File: src/rtl/psc_pkg.sv
// Shared types and constants for the point set centroid / bounding box block.
`timescale 1ns / 1ps
package psc_pkg;

	// capacity of one point set
	localparam int MAX_POINTS = 32;
	localparam int CNT_W      = 6;
	// shared adder width: covers 16-bit signed points against 17-bit box edges
	localparam int ALU_W      = 20;
	// restoring divider: dividend bits, one quotient bit per step
	localparam int DIV_W      = 17;
	localparam int STEP_W     = $clog2(DIV_W);
	localparam int CFG_IDX_W  = 2;

	localparam logic [CFG_IDX_W-1:0] REG_BOX_LEFT   = 2'd0;
	localparam logic [CFG_IDX_W-1:0] REG_BOX_TOP    = 2'd1;
	localparam logic [CFG_IDX_W-1:0] REG_BOX_WIDTH  = 2'd2;
	localparam logic [CFG_IDX_W-1:0] REG_BOX_HEIGHT = 2'd3;

	typedef struct packed {
		logic signed [15:0] pt_x;
		logic signed [15:0] pt_y;
		logic               last_point;
	} in_item_t;

	typedef struct packed {
		logic [10:0] mean_x;
		logic [10:0] mean_y;
		logic [15:0] span_w;
		logic [15:0] span_h;
		logic [5:0]  outside_count;
		logic [5:0]  point_count;
		logic [8:0]  outside_ratio;
		logic        overflow;
	} out_item_t;

	typedef struct packed {
		logic [10:0] left;
		logic [10:0] top;
		logic [10:0] width;
		logic [10:0] height;
	} box_cfg_t;

	typedef enum logic {
		ALU_ADD,
		ALU_SUB
	} alu_op_t;

	typedef struct packed {
		alu_op_t                  op;
		logic signed [ALU_W-1:0] a;
		logic signed [ALU_W-1:0] b;
	} alu_req_t;

	typedef struct packed {
		logic signed [ALU_W-1:0] res;
		logic                    neg;
	} alu_rsp_t;

	typedef enum logic [4:0] {
		ST_IDLE,
		ST_MINX,
		ST_MAXX,
		ST_MINY,
		ST_MAXY,
		ST_SUMX,
		ST_SUMY,
		ST_BL,
		ST_EDGX,
		ST_BR,
		ST_BT,
		ST_EDGY,
		ST_BB,
		ST_CNT,
		ST_SPANW,
		ST_SPANH,
		ST_DIVX,
		ST_DIVY,
		ST_DIVR,
		ST_EMIT
	} state_t;

endpackage

File: src/rtl/psc_alu.sv
// Shared add / subtract / compare unit.
`timescale 1ns / 1ps
module psc_alu
	import psc_pkg::*;
(
	input  alu_req_t req,
	output alu_rsp_t rsp
);

	logic [ALU_W-1:0] b_in;
	logic [ALU_W-1:0] sum;
	logic             cin;

	always_comb begin
		cin  = (req.op == ALU_SUB);
		b_in = cin ? ~req.b : req.b;
		sum  = req.a + b_in + {{(ALU_W-1){1'b0}}, cin};
		rsp.res = sum;
		rsp.neg = sum[ALU_W-1];
	end

endmodule

File: src/rtl/psc_core.sv
// Sequencer and set state: drives the shared unit through the per-point and end-of-set steps.
`timescale 1ns / 1ps
module psc_core
	import psc_pkg::*;
(
	input  logic      clk,
	input  logic      arst_n,
	input  logic      in_valid,
	input  in_item_t  item,
	output logic      idle,
	input  box_cfg_t  cfg,
	output alu_req_t  alu_req,
	input  alu_rsp_t  alu_rsp,
	input  logic      out_free,
	output logic      emit,
	output out_item_t result
);

	state_t state_q, state_d;

	logic signed [15:0] x_q, y_q;
	logic               last_q;
	logic signed [15:0] min_x_q, max_x_q, min_y_q, max_y_q;
	logic [16:0]        sum_x_q, sum_y_q;
	logic [CNT_W-1:0]   cnt_q, cnt_out_q;
	logic               first_q, ovf_q, inside_q;
	logic [11:0]        edge_q;
	logic [15:0]        span_w_q, span_h_q;
	logic [10:0]        mean_x_q, mean_y_q;
	logic [8:0]         ratio_q;
	logic [5:0]         rem_q;
	logic [DIV_W-1:0]   div_q;
	logic [STEP_W-1:0]  step_q;

	logic               accept, full, div_last;
	logic [CNT_W-1:0]   cnt_eff;
	logic [6:0]         shifted;
	logic [5:0]         rem_next;
	logic [DIV_W-1:0]   div_next;

	function automatic logic signed [ALU_W-1:0] sx16(input logic [15:0] v);
		return {{(ALU_W-16){v[15]}}, v};
	endfunction

	// whole-pixel part of a positive coordinate, zero otherwise
	function automatic logic [10:0] whole_pos(input logic [15:0] v);
		return v[15] ? 11'd0 : v[14:4];
	endfunction

	assign idle     = (state_q == ST_IDLE);
	assign accept   = idle && in_valid;
	assign cnt_eff  = first_q ? '0 : cnt_q;
	assign full     = (cnt_eff == CNT_W'(MAX_POINTS));
	assign div_last = (step_q == STEP_W'(DIV_W - 1));
	assign shifted  = {rem_q, div_q[DIV_W-1]};
	assign rem_next = alu_rsp.neg ? shifted[5:0] : alu_rsp.res[5:0];
	assign div_next = {div_q[DIV_W-2:0], ~alu_rsp.neg};

	// next state
	always_comb begin
		state_d = state_q;
		case (state_q)
			ST_IDLE: begin
				if (in_valid) begin
					if (!full)
						state_d = ST_MINX;
					else if (item.last_point)
						state_d = ST_SPANW;
				end
			end
			ST_MINX:  state_d = ST_MAXX;
			ST_MAXX:  state_d = ST_MINY;
			ST_MINY:  state_d = ST_MAXY;
			ST_MAXY:  state_d = ST_SUMX;
			ST_SUMX:  state_d = ST_SUMY;
			ST_SUMY:  state_d = ST_BL;
			ST_BL:    state_d = ST_EDGX;
			ST_EDGX:  state_d = ST_BR;
			ST_BR:    state_d = ST_BT;
			ST_BT:    state_d = ST_EDGY;
			ST_EDGY:  state_d = ST_BB;
			ST_BB:    state_d = ST_CNT;
			ST_CNT:   state_d = last_q ? ST_SPANW : ST_IDLE;
			ST_SPANW: state_d = ST_SPANH;
			ST_SPANH: state_d = ST_DIVX;
			ST_DIVX:  if (div_last) state_d = ST_DIVY;
			ST_DIVY:  if (div_last) state_d = ST_DIVR;
			ST_DIVR:  if (div_last) state_d = ST_EMIT;
			ST_EMIT:  if (out_free) state_d = ST_IDLE;
			default:  state_d = ST_IDLE;
		endcase
	end

	// shared unit operand select and result strobe
	always_comb begin
		alu_req.op = ALU_SUB;
		alu_req.a  = '0;
		alu_req.b  = '0;
		emit       = 1'b0;
		case (state_q)
			ST_MINX: begin
				alu_req.a = sx16(x_q);
				alu_req.b = sx16(min_x_q);
			end
			ST_MAXX: begin
				alu_req.a = sx16(max_x_q);
				alu_req.b = sx16(x_q);
			end
			ST_MINY: begin
				alu_req.a = sx16(y_q);
				alu_req.b = sx16(min_y_q);
			end
			ST_MAXY: begin
				alu_req.a = sx16(max_y_q);
				alu_req.b = sx16(y_q);
			end
			ST_SUMX: begin
				alu_req.op = ALU_ADD;
				alu_req.a  = ALU_W'(sum_x_q);
				alu_req.b  = ALU_W'(whole_pos(x_q));
			end
			ST_SUMY: begin
				alu_req.op = ALU_ADD;
				alu_req.a  = ALU_W'(sum_y_q);
				alu_req.b  = ALU_W'(whole_pos(y_q));
			end
			ST_BL: begin
				alu_req.a = ALU_W'({cfg.left, 4'b0});
				alu_req.b = sx16(x_q);
			end
			ST_EDGX: begin
				alu_req.op = ALU_ADD;
				alu_req.a  = ALU_W'(cfg.left);
				alu_req.b  = ALU_W'(cfg.width);
			end
			ST_BR: begin
				alu_req.a = sx16(x_q);
				alu_req.b = ALU_W'({edge_q, 4'b0});
			end
			ST_BT: begin
				alu_req.a = ALU_W'({cfg.top, 4'b0});
				alu_req.b = sx16(y_q);
			end
			ST_EDGY: begin
				alu_req.op = ALU_ADD;
				alu_req.a  = ALU_W'(cfg.top);
				alu_req.b  = ALU_W'(cfg.height);
			end
			ST_BB: begin
				alu_req.a = sx16(y_q);
				alu_req.b = ALU_W'({edge_q, 4'b0});
			end
			ST_SPANW: begin
				alu_req.a = sx16(max_x_q);
				alu_req.b = sx16(min_x_q);
			end
			ST_SPANH: begin
				alu_req.a = sx16(max_y_q);
				alu_req.b = sx16(min_y_q);
			end
			ST_DIVX, ST_DIVY, ST_DIVR: begin
				alu_req.a = ALU_W'(shifted);
				alu_req.b = ALU_W'(cnt_q);
			end
			ST_EMIT: emit = out_free;
			default: ;
		endcase
	end

	always_ff @(posedge clk or negedge arst_n) begin
		if (!arst_n) begin
			state_q   <= ST_IDLE;
			min_x_q   <= '0;
			max_x_q   <= '0;
			min_y_q   <= '0;
			max_y_q   <= '0;
			sum_x_q   <= '0;
			sum_y_q   <= '0;
			cnt_q     <= '0;
			cnt_out_q <= '0;
			first_q   <= 1'b1;
			ovf_q     <= 1'b0;
			step_q    <= '0;
		end else begin
			state_q <= state_d;
			case (state_q)
				ST_IDLE: begin
					if (accept) begin
						if (first_q) begin
							min_x_q   <= item.pt_x;
							max_x_q   <= item.pt_x;
							min_y_q   <= item.pt_y;
							max_y_q   <= item.pt_y;
							sum_x_q   <= '0;
							sum_y_q   <= '0;
							cnt_q     <= '0;
							cnt_out_q <= '0;
							ovf_q     <= 1'b0;
							first_q   <= 1'b0;
						end
						if (full)
							ovf_q <= 1'b1;
					end
				end
				ST_MINX: if (alu_rsp.neg) min_x_q <= x_q;
				ST_MAXX: if (alu_rsp.neg) max_x_q <= x_q;
				ST_MINY: if (alu_rsp.neg) min_y_q <= y_q;
				ST_MAXY: if (alu_rsp.neg) max_y_q <= y_q;
				ST_SUMX: sum_x_q <= alu_rsp.res[16:0];
				ST_SUMY: sum_y_q <= alu_rsp.res[16:0];
				ST_CNT: begin
					cnt_q <= cnt_q + 1'b1;
					if (!inside_q)
						cnt_out_q <= cnt_out_q + 1'b1;
				end
				ST_SPANH: step_q <= '0;
				ST_DIVX, ST_DIVY, ST_DIVR: step_q <= div_last ? '0 : step_q + 1'b1;
				ST_EMIT: if (out_free) first_q <= 1'b1;
				default: ;
			endcase
		end
	end

	// payload registers
	always_ff @(posedge clk) begin
		case (state_q)
			ST_IDLE: begin
				if (accept) begin
					x_q      <= item.pt_x;
					y_q      <= item.pt_y;
					last_q   <= item.last_point;
					inside_q <= 1'b1;
				end
			end
			ST_BL, ST_BR, ST_BT, ST_BB: inside_q <= inside_q & alu_rsp.neg;
			ST_EDGX, ST_EDGY: edge_q <= alu_rsp.res[11:0];
			ST_SPANW: span_w_q <= alu_rsp.res[15:0];
			ST_SPANH: begin
				span_h_q <= alu_rsp.res[15:0];
				div_q    <= sum_x_q;
				rem_q    <= '0;
			end
			ST_DIVX: begin
				rem_q <= div_last ? '0 : rem_next;
				div_q <= div_last ? sum_y_q : div_next;
				if (div_last)
					mean_x_q <= div_next[10:0];
			end
			ST_DIVY: begin
				rem_q <= div_last ? '0 : rem_next;
				div_q <= div_last ? DIV_W'({cnt_out_q, 8'b0}) : div_next;
				if (div_last)
					mean_y_q <= div_next[10:0];
			end
			ST_DIVR: begin
				rem_q <= rem_next;
				div_q <= div_next;
				if (div_last)
					ratio_q <= div_next[8:0];
			end
			default: ;
		endcase
	end

	always_comb begin
		result.mean_x        = mean_x_q;
		result.mean_y        = mean_y_q;
		result.span_w        = span_w_q;
		result.span_h        = span_h_q;
		result.outside_count = cnt_out_q;
		result.point_count   = cnt_q;
		result.outside_ratio = ratio_q;
		result.overflow      = ovf_q;
	end

	a_cnt_cap: assert property (@(posedge clk) disable iff (!arst_n)
		cnt_q <= CNT_W'(MAX_POINTS))
		else $error("point count above capacity");

	a_out_le_cnt: assert property (@(posedge clk) disable iff (!arst_n)
		!first_q |-> (cnt_out_q <= cnt_q))
		else $error("outside count above point count");

	a_start: assert property (@(posedge clk) disable iff (!arst_n)
		(accept && !full) |=> (state_q == ST_MINX))
		else $error("accepted point did not start the update sequence");

	a_emit_set: assert property (@(posedge clk) disable iff (!arst_n)
		(state_q == ST_EMIT) |-> (!first_q && cnt_q != '0))
		else $error("result emitted without an open set");

	a_div_step: assert property (@(posedge clk) disable iff (!arst_n)
		(state_q == ST_DIVX || state_q == ST_DIVY || state_q == ST_DIVR)
			|-> (step_q <= STEP_W'(DIV_W - 1)))
		else $error("divider step count out of range");

endmodule

File: src/rtl/point_set_centroid_bbox_outlier.sv
// Top level: configuration registers, sequencer, shared unit and result register.
`timescale 1ns / 1ps
// Summarizes a set of feature points (signed Q12.4) given one per transaction, the set
// ending at a transaction with last_point set. Per set it reports the truncated means of
// the whole-pixel parts of the positive coordinates, the x and y spans, the number of
// points not strictly inside the configured box (edges count as outside), that number
// in 1/256 of the point count, and an overflow flag when more than MAX_POINTS (32)
// points arrived; extra points are dropped but a dropped last point still closes the
// set. All arithmetic runs through one shared 20-bit add/subtract unit stepped by the
// sequencer, so in_stall is high while a point is being worked on: an accepted point
// goes through an accept, twelve unit steps and a count update; a point beyond
// capacity is dropped as it is accepted. A last point adds 2 span steps, three 17-step
// restoring divides (mean x, mean y, ratio) and an emit step that hands the result to
// the output register once it is free. The result register lets the next set start
// while a result waits on out_stall; only a second result has to wait for the first to
// be taken. Box registers are written through the cfg port (always ready) and must be
// changed only while idle.
module point_set_centroid_bbox_outlier
	import psc_pkg::*;
(
	input  logic                 clk,
	input  logic                 arst_n,
	// point input
	input  logic                 in_valid,
	output logic                 in_stall,
	input  in_item_t             in_data,
	// result output
	output logic                 out_valid,
	input  logic                 out_stall,
	output out_item_t            out_data,
	// configuration writes
	input  logic                 cfg_valid,
	output logic                 cfg_ready,
	input  logic [CFG_IDX_W-1:0] cfg_index,
	input  logic [10:0]          cfg_data
);

	box_cfg_t  cfg_q;
	alu_req_t  alu_req;
	alu_rsp_t  alu_rsp;
	out_item_t result;
	out_item_t out_q;
	logic      out_valid_q;
	logic      idle, emit, out_free;

	assign cfg_ready = 1'b1;

	// box registers
	always_ff @(posedge clk or negedge arst_n) begin
		if (!arst_n) begin
			cfg_q <= '0;
		end else if (cfg_valid && cfg_ready) begin
			case (cfg_index)
				REG_BOX_LEFT:   cfg_q.left   <= cfg_data;
				REG_BOX_TOP:    cfg_q.top    <= cfg_data;
				REG_BOX_WIDTH:  cfg_q.width  <= cfg_data;
				REG_BOX_HEIGHT: cfg_q.height <= cfg_data;
				default: ;
			endcase
		end
	end

	psc_core u_core (
		.clk      (clk),
		.arst_n   (arst_n),
		.in_valid (in_valid),
		.item     (in_data),
		.idle     (idle),
		.cfg      (cfg_q),
		.alu_req  (alu_req),
		.alu_rsp  (alu_rsp),
		.out_free (out_free),
		.emit     (emit),
		.result   (result)
	);

	psc_alu u_alu (
		.req (alu_req),
		.rsp (alu_rsp)
	);

	assign in_stall = !idle;

	// result register: free when empty or being taken this cycle
	assign out_free = !out_valid_q || !out_stall;

	always_ff @(posedge clk or negedge arst_n) begin
		if (!arst_n)
			out_valid_q <= 1'b0;
		else if (emit)
			out_valid_q <= 1'b1;
		else if (!out_stall)
			out_valid_q <= 1'b0;
	end

	always_ff @(posedge clk) begin
		if (emit)
			out_q <= result;
	end

	assign out_valid = out_valid_q;
	assign out_data  = out_q;

endmodule
File: config.mk
export PLATFORM = sky130hd
export DESIGN_NAME = point_set_centroid_bbox_outlier
export DESIGN_NICKNAME = d
export VERILOG_FILES = /design/src/rtl/psc_pkg.sv /design/src/rtl/psc_alu.sv /design/src/rtl/psc_core.sv /design/src/rtl/point_set_centroid_bbox_outlier.sv
export SDC_FILE = /design/constraint.sdc
export NUM_CORES = 1
export LEC_CHECK = 0
export ABC_AREA = 1
export BUFFER_PORTS_ARGS = -buffer_cell sky130_fd_sc_hd__buf_2
export CAP_MARGIN = 20
export CORE_MARGIN = 3
export CORE_UTILIZATION = 43
export CTS_CLUSTER_SIZE = 20
export DETAILED_ROUTE_END_ITERATION = 12
export HOLD_SLACK_MARGIN = 0.08
export PLACE_DENSITY = 0.61
export RECOVER_POWER = 50
export SLEW_MARGIN = 20
export SYNTH_ARGS = -nofsm -noshare
export SYNTH_HDL_FRONTEND = slang
export SYNTH_HIERARCHICAL = 1
export SYNTH_SLANG_ARGS = --single-unit
export TNS_END_PERCENT = 1
File: constraint.sdc
create_clock -name clk -period 13.3 [get_ports clk]
set_input_delay 1.33 -clock clk [delete_from_list [all_inputs] [get_ports clk]]
set_output_delay 1.33 -clock clk [all_outputs]
set_load 0.01 [all_outputs]
==> results of run 1 <==
==> worst reg2reg max path, stage by stage, from the launching register on <==
cell,delay (ps)
sky130_fd_sc_hd__dfrtp_1,470
sky130_fd_sc_hd__nand2_1,170
sky130_fd_sc_hd__nor2_4,200
sky130_fd_sc_hd__nand2_1,320
sky130_fd_sc_hd__inv_1,300
sky130_fd_sc_hd__clkbuf_1,1450
sky130_fd_sc_hd__nand2_1,280
sky130_fd_sc_hd__and3_1,310
sky130_fd_sc_hd__nand2_1,170
sky130_fd_sc_hd__xor2_1,110
sky130_fd_sc_hd__ha_1,320
sky130_fd_sc_hd__nand2_1,80
sky130_fd_sc_hd__nor2_1,180
sky130_fd_sc_hd__nand2_1,100
sky130_fd_sc_hd__nor2_1,110
sky130_fd_sc_hd__nand2_1,70
sky130_fd_sc_hd__nand3_1,80
sky130_fd_sc_hd__nand2_1,50
sky130_fd_sc_hd__nand2_1,330
sky130_fd_sc_hd__clkinv_1,550
sky130_fd_sc_hd__nand2_1,240
sky130_fd_sc_hd__a21boi_4,670
sky130_fd_sc_hd__o21ai_0,200
==> per-layer routing <==
| metal | GRT usage [%] | wire length [um] | vias up |
|---|---|---|---|
| li1 | - | - | 7312 |
| met1 | 38.08 | 27080 | 7746 |
| met2 | 44.14 | 29820 | 739 |
| met3 | 5.470 | 5364 | 160 |
| met4 | 9.514 | 2589 | 2 |
| met5 | 0 | 15 | - |
==> sequential cells by signal (all words and copies together), names as in the netlist, 17 cells and up <==
signal,cells
u_core/sum_x_q,17
cfg_q,44
u_core/sum_y_q,17
out_data,76
u_core/div_q,17
==> stage by stage <==
step / worst slack, ps / util (%) / hold slack [ps]
2_1_floorplan: 8125 / - / 400.3
3_3_place_gp: 7713 / 46.47 / 400.7
3_5_place_dp: 7703 / 46.50 / 404.5
4_1_cts: 7664 / 49.90 / 418.0
5_1_grt: 5325 / 49.64 / 421.0
6_report: 6370 / 49.64 / 414.7
==> where the power goes <==
part           total [mW]  leakage (nW)  switching (mW)  internal, mW
Clock                1.20         0.698           0.497         0.705
Combinational        2.95          4.85            2.20         0.756
Sequential           1.93          3.99           0.211          1.72
Total                6.08          9.53            2.90          3.18
==> final cells by class <==
cell class              instances  area share [%]
flip-flops and latches        375           49.52
repair buffers                153           3.583
well taps                     577           3.429
multi-input cells            1477           32.83
inverters                     213           3.797
clock buffers                  59           5.580
clock inverters                19           1.266
==> path summary, 6_finish.rpt <==
check | slack (ps) | endpoint | depth (start not counted) | startpoint
worst max-delay path | 6370 | u_core/min_y_q[15] | 22 | u_core/state_q[0]
worst min-delay path | 410 | out_data[44] | 0 | u_core/span_w_q[6]
worst max register to register | 6370 | u_core/min_y_q[15] | 22 | u_core/state_q[0]
min in group asynchronous | 1460 | u_core/min_x_q[3] | 1 | arst_n
max in group asynchronous | 6610 | u_core/cnt_q[0] | 2 | arst_n
worst min register to register | 410 | out_data[44] | 0 | u_core/span_w_q[6]
==> reports/summary.md, run 1 <==
## Run status
- **outcome** complete, but fails checks
- **violated checks** capacitance limit, slew limit

## Place
- **Port Buffer Count** 128
- **routability-driven placement congestion ratio** 1.029
- **Final HPWL DP** 47,670 um
- **Area after DPL** 19,730 um^2
- **# placed instances** 2,794

## STA
- **Worst Tran Pin Value** 4452 ps
- **Highest Clock Rate** 0.1443 GHz
- **aggregate negative setup slack** 0 ps
- **Final Hold Vio Count** 0
- **minimum clock period** 6930 ps
- **final setup vio count** 0
- **Relative slew margins** -196.8%
- **RSZ-0062 raised after global routing** false
- **largest clock skew in the final design** 36.60 ps
- **fin crit share** 52.11%
- **Final Slew Violations** 275

## Drt
- **drt wl/cell** 22.58 um
- **routed via count** 15,960
- **violation count after the first detailed-routing iteration** 1,837
- **count of TritonRoute iterations in the first routing pass** 6
- **# DRC** 0
- **routed via count divided by cell count** 5.555
- **count of antenna-violating nets left after detailed routing** 0
- **Total Wirelength** 64,860 um

## Logic synthesis
- **synthesized instance count** 2,155
- **post-synthesis instance area** 18,690 um^2
- **Net Count, Synth** 2,229
- **Avg Synthesized Cell Area** 8.671 um^2
- **synthesis warning total** 6

## CTS
- **CTS tree** built
- **clock transition at the register clock pins on the worst setup and hold paths after CTS** 60 ps
- **total CTS buffers** 42
- **Clock Latency Late Sink** 600 ps
- **clock buffer depth** 3
- **post-CTS sizing** 0
- **buffer type at the clock tree root** sky130_fd_sc_hd__clkbuf_16
- **count of clock tree sinks** 375
- **number of buffers inserted for hold repair after clock tree synthesis** 0
- **Post-CTS Setup Inserts** 0
- **H-tree lvl count** 2

## Critical path
- **top cell family by delay on the critical path** simple AND/OR/NAND/NOR gates
- **most used cell along the critical path** sky130_fd_sc_hd__nand2_1
- **data required time of the worst path** 13,710 ps
- **critical path fanouts, max** 32
- **endpoint kind of the worst setup timing path** flop
- **delay of the slowest critical-path stage** 1450 ps
- **critical-path cell list** nand2_1, nor2_4, nand2_1, inv_1, clkbuf_1, nand2_1, and3_1, nand2_1, xor2_1, ha_1, nand2_1, nor2_1, nand2_1, nor2_1, nand2_1, nand3_1, nand2_1, nand2_1, clkinv_1, nand2_1, a21boi_4, o21ai_0
- **Critical Setup Path Class** flop to flop
- **slowest CP cell** sky130_fd_sc_hd__clkbuf_1
- **data arrival time of the worst path** 7340 ps
- **sum of buffers and inverters on the critical path** 3
- **kind of start point of the critical path** flop

## Pwr
- **worst ir drop on vdd** 0.0002289 V
- **Total Power Consumption** 6.082 mW
- **leak pwr** 9.530 nW
- **power per cell area** 288.8 nW/um^2

## GRT
- **Overflow after GRT** 0
- **antenna violations before repair** 1
- **vias in the first global route** 15,030
- **largest net degree at the start of global routing** 81
- **all-layer global routing usage** 27.71%
- **wire length of the first global-routing pass** 96,920 um

## Cells and area
- **fraction of final layout cells sized beyond drive strength 1** 8.493%
- **storage element area** 10,430 um^2
- **final standard cell count with taps included and fillers excluded** 2,873
- **cell area after layout** 21,060 um^2
- **filler cell count in the final layout** 4,190
- **area taken by multi-input logic gates** 6913 um^2
- **diode insertion count for antenna repair** 0
- **Nets** 2,336
- **area overhead of the layout relative to synthesis** 12.68%
- **leading cell type in the layout, fill and taps excluded** sky130_fd_sc_hd__nand2_1
- **most frequent cells in the layout** sky130_fd_sc_hd__nand2_1, sky130_fd_sc_hd__inv_1, sky130_fd_sc_hd__edfxtp_1, sky130_fd_sc_hd__dfrtp_1, sky130_fd_sc_hd__o21ai_0

## Min path
- **worst min-delay path category** flop to flop

## Floorplan
- **total die area** 46,000 um^2
- **core outline area** 42,420 um^2
- **standard-cell row count** 75
- **Die Y** 214.5 um
- **die extent in x** 214.5 um
- **effective utilization at floorplan** 44.06%
- **number of ports placed on the die boundary** 130

## Job
- **count of maximum capacitance violations** 6

Power figures use the tool's default switching activity.
==> inputs of run 2 (changes only) <==
Clock period 13.3 ns to 7.1 ns, I/O delays scaled along.
==> run 2 against run 1 <==
Global-route usage fell by 0.067 points. Die area did not move. Clock skew rose by 1.5 ps. Clock-buffer cell count fell by 4. Flip-flop and latch count did not move. Largest cell class unchanged. Register-to-register slack got worse by 5100 ps. Largest power group unchanged. First-iteration DRC count fell by 6.2%. The run still ends with capacitance limit, slew limit left. Hold slack got worse by 100 ps.
==> reports/summary.md, run 2 (synthesis results as in run 1) <==
## Run status
- **outcome** complete, but fails checks
- **violated checks** capacitance limit, slew limit

## Min path
- **worst-case hold path end point** u_core/x_q[6]
- **Hold Crit Start** in_data[23]
- **Hold Path Depth** 1
- **worst min-delay path category** primary input to flop

## Floorplan
- **Die Y** 214.5 um
- **total die area** 46,000 um^2
- **standard-cell row count** 75
- **effective utilization at floorplan** 44.06%
- **number of ports placed on the die boundary** 130
- **die extent in x** 214.5 um
- **core outline area** 42,420 um^2

## Cells and area
- **Nets** 2,337
- **fraction of final layout cells sized beyond drive strength 1** 6.182%
- **most frequent cells in the layout** sky130_fd_sc_hd__nand2_1, sky130_fd_sc_hd__inv_1, sky130_fd_sc_hd__edfxtp_1, sky130_fd_sc_hd__dfrtp_1, sky130_fd_sc_hd__o21ai_0
- **diode insertion count for antenna repair** 0
- **area overhead of the layout relative to synthesis** 12.33%
- **leading cell type in the layout, fill and taps excluded** sky130_fd_sc_hd__nand2_1
- **flip-flop count of the largest register after layout** 76

## Pwr
- **worst ir drop on vdd** 0.0003412 V
- **leak pwr** 9.380 nW
- **cell internal power dissipation** 5.980 mW
- **share of total power in the clock network** 19.6%
- **power per cell area** 548.0 nW/um^2
- **sequential cell fraction of total power** 31.4%
- **share of total power consumed by net switching** 48.01%
- **Total Power Consumption** 11.50 mW
- **part of the total power dissipated in combinational logic** 49.0%
- **Switching Power** 5.522 mW

## GRT
- **wire length of the first global-routing pass** 96,230 um
- **all-layer global routing usage** 27.64%
- **largest net degree at the start of global routing** 73
- **vias in the first global route** 15,200
- **Overflow after GRT** 0
- **antenna violations before repair** 1

## Critical path
- **register-to-register setup slack** 1230 ps
- **endpoint kind of the worst setup timing path** flop
- **data required time of the worst path** 7590 ps
- **critical path fanouts, max** 17
- **data arrival time of the worst path** 6350 ps
- **launch instance of the worst register-to-register path** u_core/state_q[4]
- **kind of start point of the critical path** flop
- **Worst Reg2Reg Path Length in Cells** 23
- **end of the worst register-to-register path** u_core/min_y_q[15]
- **Critical Setup Path Class** flop to flop

## Job
- **count of maximum capacitance violations** 3

## CTS
- **Clock Latency Late Sink** 600 ps
- **total CTS buffers** 42
- **clock buffer depth** 3
- **buffer type at the clock tree root** sky130_fd_sc_hd__clkbuf_16
- **post-CTS sizing** 0
- **clock transition at the register clock pins on the worst setup and hold paths after CTS** 60 ps
- **H-tree lvl count** 2
- **count of clock tree sinks** 375
- **CTS tree** built

## STA
- **Final Hold Vio Count** 0
- **Highest Clock Rate** 0.1705 GHz
- **RSZ-0062 raised after global routing** false
- **largest clock skew in the final design** 38.07 ps
- **Worst Tran Pin Value** 2879 ps
- **minimum clock period** 5866 ps
- **fin crit share** 82.61%
- **Relative slew margins** -91.90%
- **aggregate negative setup slack** 0 ps
- **final setup vio count** 0
- **Final Slew Violations** 169
- **worst-case setup margin in the final layout** 1235 ps

## Place
- **routability-driven placement congestion ratio** 1.066
- **worst setup slack before clock tree synthesis** 1810 ps
- **Final HPWL DP** 48,420 um
- **Port Buffer Count** 128

## Drt
- **drt wl/cell** 22.65 um
- **routed via count** 15,960
- **violation count after the first detailed-routing iteration** 1,723
- **# DRC** 0
- **count of antenna-violating nets left after detailed routing** 0
- **count of TritonRoute iterations in the first routing pass** 5
- **Total Wirelength** 65,100 um
- **routed via count divided by cell count** 5.555

-- run 2: layout make-up --
cell class	instances	area (um^2)
fillers	4163	21430
flip-flops and latches	375	10430
multi-input cells	1477	6905
clock buffers	55	1120
inverters	213	799.5
well taps	577	721.9
repair buffers	154	696.9
clock inverters	23	320.3
-- run 2: metal layers --
metal  share of wire, %  GRT usage (%)
met5              0.020              0
met2                 45          44.20
met3                8.6          4.945
met4                5.5          13.00
met1                 40          36.71
-- run 2: per-stage QoR --
stage | cell area, um^2 | hold slack, ps | util [%] | cells
finish | 20990 | 311.0 | 49.49 | 2874
global route | 20990 | 303.7 | 49.49 | 2874
CTS | 21180 | 292.9 | 49.92 | 2874
detailed placement | 19730 | 404.5 | 46.50 | 2795
global placement | 19730 | 401.3 | 46.50 | 2795
floorplan | 18690 | 400.3 | - | 2155
-- run 2: worst max-delay path by stage --
stage / start / endpoint / slack, ps / cells past startpoint
final: u_core/state_q[4] / u_core/min_y_q[15] / 1230 / 23
after global placement: u_core/state_q[4] / u_core/min_y_q[15] / 1840 / 22
after floorplan: u_core/state_q[2] / out_data[0] / 2370 / 6
after global routing: u_core/state_q[4] / u_core/min_y_q[15] / 1190 / 23
after CTS: u_core/state_q[4] / u_core/min_y_q[15] / 1740 / 23
after detailed placement: u_core/state_q[4] / u_core/min_y_q[15] / 1810 / 22
-- run 2: critical path, stage by stage, from the launching register on --
cell and delay, ps:
sky130_fd_sc_hd__dfrtp_1 540, sky130_fd_sc_hd__inv_1 230, sky130_fd_sc_hd__nand2_1 250, sky130_fd_sc_hd__inv_1 140, sky130_fd_sc_hd__nand2_1 510, sky130_fd_sc_hd__nand2_1 480, sky130_fd_sc_hd__nand2_1 180, sky130_fd_sc_hd__nand2_1 60
sky130_fd_sc_hd__nor3_1 490, sky130_fd_sc_hd__nand2_1 260, sky130_fd_sc_hd__ha_1 460, sky130_fd_sc_hd__nand2_1 130, sky130_fd_sc_hd__inv_1 80, sky130_fd_sc_hd__nand3_2 80, sky130_fd_sc_hd__nand2_2 90, sky130_fd_sc_hd__nand2_1 70
sky130_fd_sc_hd__nand3_1 80, sky130_fd_sc_hd__nand2_1 50, sky130_fd_sc_hd__nand2_1 350, sky130_fd_sc_hd__clkinv_1 340, sky130_fd_sc_hd__nand2_1 180, sky130_fd_sc_hd__a21boi_4 470, sky130_fd_sc_hd__nand2_1 110, sky130_fd_sc_hd__o21ai_0 100
-- run 2: timing repair --
action / 4_1_cts / 5_1_grt
setup buffers: 0 / 0
hold buffers: 1 / 0
endpoints found under the hold margin: 8 / 0
-- run 2: power by group through the flow --
stage | combinational, mW | sequential (mW) | clock, mW
finish | 5.64 | 3.61 | 2.25
global route | 6.17 | 3.64 | 2.40
global placement | 5.56 | 3.62 | 0
floorplan | 3.58 | 3.48 | 0
detailed placement | 5.58 | 3.63 | 0
CTS | 5.62 | 3.59 | 2.29
